File: config.mk
export PLATFORM = sky130hd
export DESIGN_NAME = lbqs_mul
export DESIGN_NICKNAME = d
export VERILOG_FILES = /design/src/rtl/lbqs_mul.sv
export SDC_FILE = /design/constraint.sdc
export NUM_CORES = 2
export LEC_CHECK = 0
export BUFFER_PORTS_ARGS = -buffer_cell sky130_fd_sc_hd__buf_2
export CAP_MARGIN = 20
export CORE_MARGIN = 3
export CORE_UTILIZATION = 65
export CTS_CLUSTER_DIAMETER = 30
export DETAILED_ROUTE_END_ITERATION = 12
export PLACE_DENSITY = 0.84
export SLEW_MARGIN = 30
export SYNTH_ARGS = -nofsm -noshare
export SYNTH_HDL_FRONTEND = slang
export SYNTH_SLANG_ARGS = --single-unit
File: constraint.sdc
create_clock -name i_clk -period 12.95 [get_ports i_clk]
set_input_delay 1.295 -clock i_clk [delete_from_list [all_inputs] [get_ports i_clk]]
set_output_delay 1.295 -clock i_clk [all_outputs]
set_load 0.01 [all_outputs]
File: src/rtl/lbqs_mul.sv
// shared registered 17x48 multiplier for the rank target
module lbqs_mul (
    input  logic        i_clk,
    input  logic [16:0] i_a,
    input  logic [47:0] i_b,
    output logic [64:0] o_p
);
    always_ff @(posedge i_clk) begin
        o_p <= 65'({48'd0, i_a} * {17'd0, i_b});
    end
endmodule

==> results.cfg <==
[outcome]
status = finished, final reports clean

[placement]
portBuffers = 130
gp_congestion = 0.993
hpwl_mm = 55.6

[sta]
fmax_ghz = 0.117
grt_setup_unrepaired = false
period_needed_ns = 8.55
slew_headroom_pct = 33.4
post-route-period-util_pct = 66.0
fin_setup_tns_ns = 0
hold_violations = 0
worst_slew_pin_slew_ns = 0.995
setup_viol = 0
final_max_slew_viol_count = 0

[clock_tree]
cts_tree = done
post_cts_resized = 0
htreeDepth = 3
cts_setup_buffers = 0
clkTransAtPathRegs_ns = 0.06
cts.path.max_buffers = 2
cts_made_buffers = 9
cts_root_buf = clkbuf_16
clock_sinks = 65
cts-hold-fix-buffers = 0

[synthesis]
synth_seq_cells = 65
avgSynthCellArea_sq_um = 8.67
yosysWarnings = 0
synth_top_family_by_area = adder cells
syn_inst = 3114
syn_area_sq_um = 27000
synthXorXnorAreaFrac_pct = 1.91
synth-edff-count = 0
ys.flop_type = dfxtp_1
synth_area_leaders = fa_1 (51%), inv_1 (11%), nand2_1 (8.3%), ha_1 (6.4%), and2_1 (6.2%)
synth_top_area_share_pct = 51.1
async_flop_share_pct = 0
ys_seq_area_share_pct = 4.82
synth_compound_area_share_pct = 5.20
synthSimpleGateAreaFrac_pct = 16.8
synth_adder_area_share_pct = 57.6
yosys.cell_types.count = 66
synth.net_count = 4008
synth_area_leader_cell = fa_1
muxShareOfSynthArea_pct = 0.0371

[cells_and_area]
final_common_cell = inv_1
drive_gt1_share_pct = 5.97
regMostFlops = o_p
largest_reg_flops = 65
nNetsFinal = 4006
final_cell_mix = inv_1 (821), fa_1 (689), nand2_1 (599)
syn_to_final_growth_pct = 4.28
largestRegisters = o_p: 65 flops

[setup_path]
start_kind = primary input
critPathBufInv = 5
required_ns = 13.25
cp.depth = 22
cp_slowest_cell = a21oi_1
worstPathCellList = buf_2 > buf_4 > nand2_1 > fa_1 > fa_1 > fa_1 > inv_1 > fa_1 > fa_1 > inv_1 > fa_1 > inv_1 > ha_1 > and3_1 > nand2_1 > a2111oi_2 > a211oi_1 > a21oi_1 > o21ai_1 > a21oi_2 > mux2i_1 > a211oi_1
crit_type = primary input to flop
cp_max_fo = 48
critical_path.endpoint_type = flop
slowest_delay_ns = 0.71
path_common_cell = fa_1
worst_path_dominant_cell_family = adder cells
arrival_ns = 8.85

[routing]
wire_per_inst_um = 19.7
drc = 0
antenna_left = 0
drtIter0Drc = 1507
wirelength_mm = 72.0
routed_via_density = 5.78
first_pass_iters = 6
vias = 21100

[global_route]
grt_pass1_wl_mm = 120
grt_pass1_vias = 24100
antenna_found_initial = 4
grt_use_total_pct = 34.8
overflow = 0
grt_start_max_net_pins = 49

[floorplanning]
initial_utilization_pct = 65.9
design.portCount = 131
coreArea_sq_um = 40900
die_area_sq_um = 44000
rows = 74
die_w_um = 210
fp.dieH_um = 210

[hold_path]
hp-start = i_b[0]
hold_depth = 2
hold_path.class = primary input to flop
min_to = o_p[0]

[job]
drv_cap = 0
==> through the flow <==
stage / hold slack (ns) / utilization [%] / cell area, sq um / instances / setup WS [ns]
final: 1.32 / 68.8 / 28100 / 3650 / 4.40
after global routing: 1.34 / 68.8 / 28100 / 3649 / 4.14
after CTS: 1.30 / 68.7 / 28100 / 3648 / 4.50
after detailed placement: 1.69 / 68.0 / 27800 / 3633 / 4.10
after global placement: 1.69 / 68.0 / 27800 / 3633 / 4.19
after floorplan: 1.42 / - / 27000 / 3114 / 5.72
==> synthesized netlist by cell type (3+ instances only) <==
master      n
o21bai_1    8
o211ai_1    4
clkbuf_1  150
nand2_1   599
ha_1      139
o31ai_1     5
and3_1     15
nor2_1     28
nor3_1      3
and2_1    269
inv_1     821
nor2b_1     9
a211oi_1    5
nand4_1    18
buf_2       7
dfxtp_1    65
a21oi_1    63
a21oi_2     8
and4_1      3
nand2b_1    7
fa_1      689
or3_1       3
xor2_1     23
a21o_1     33
xnor2_1    36
o21a_1      7
nand3_1    14
a31oi_1     6
o21ai_0    19
o21ai_1    11
==> worst max path at each step <==
| stage | endpoint | startpoint |
|---|---|---|
| finish | o_p[61] | i_a[2] |
| global route | o_p[60] | i_a[2] |
| CTS | o_p[60] | i_a[6] |
| detailed placement | o_p[60] | i_a[6] |
| global placement | o_p[61] | i_a[6] |
| floorplan | o_p[62] | i_a[2] |
==> kinds of logic (layout without fill, tap and decap cells) <==
group,after synthesis,count (layout)
xor gates and xnor gates,59,59
adders and majority gates,828,828
buffers and inverters,980,982
AOI/OAI and AO/OA,205,205
muxes,1,1
DFF,65,65
and+or+nand+nor,976,976
other,0,2
==> cell type report <==
type / count / area (sq um)
Tap cell: 532 / 666
Multi-Input combinational cell: 2069 / 22000
Inverter: 821 / 3080
Clock inverter: 2 / 35.0
Sequential cell: 65 / 1300
Antenna cell: 2 / 5.00
Fill cell: 3103 / 12800
Clock buffer: 13 / 280
Timing Repair Buffer: 146 / 776
==> per-layer routing <==
| metal | share of wire (%) | GRT usage [%] | vias up |
|---|---|---|---|
| met5 | 0.035 | 0 | - |
| met4 | 5.6 | 18.5 | 4 |
| met3 | 12 | 9.43 | 327 |
| met2 | 49 | 58.3 | 1284 |
| met1 | 34 | 41.2 | 10600 |
| li1 | - | - | 8890 |
Power is not shown: default switching activity piles up to over one toggle a cycle in this logic, so the estimate is an artifact.
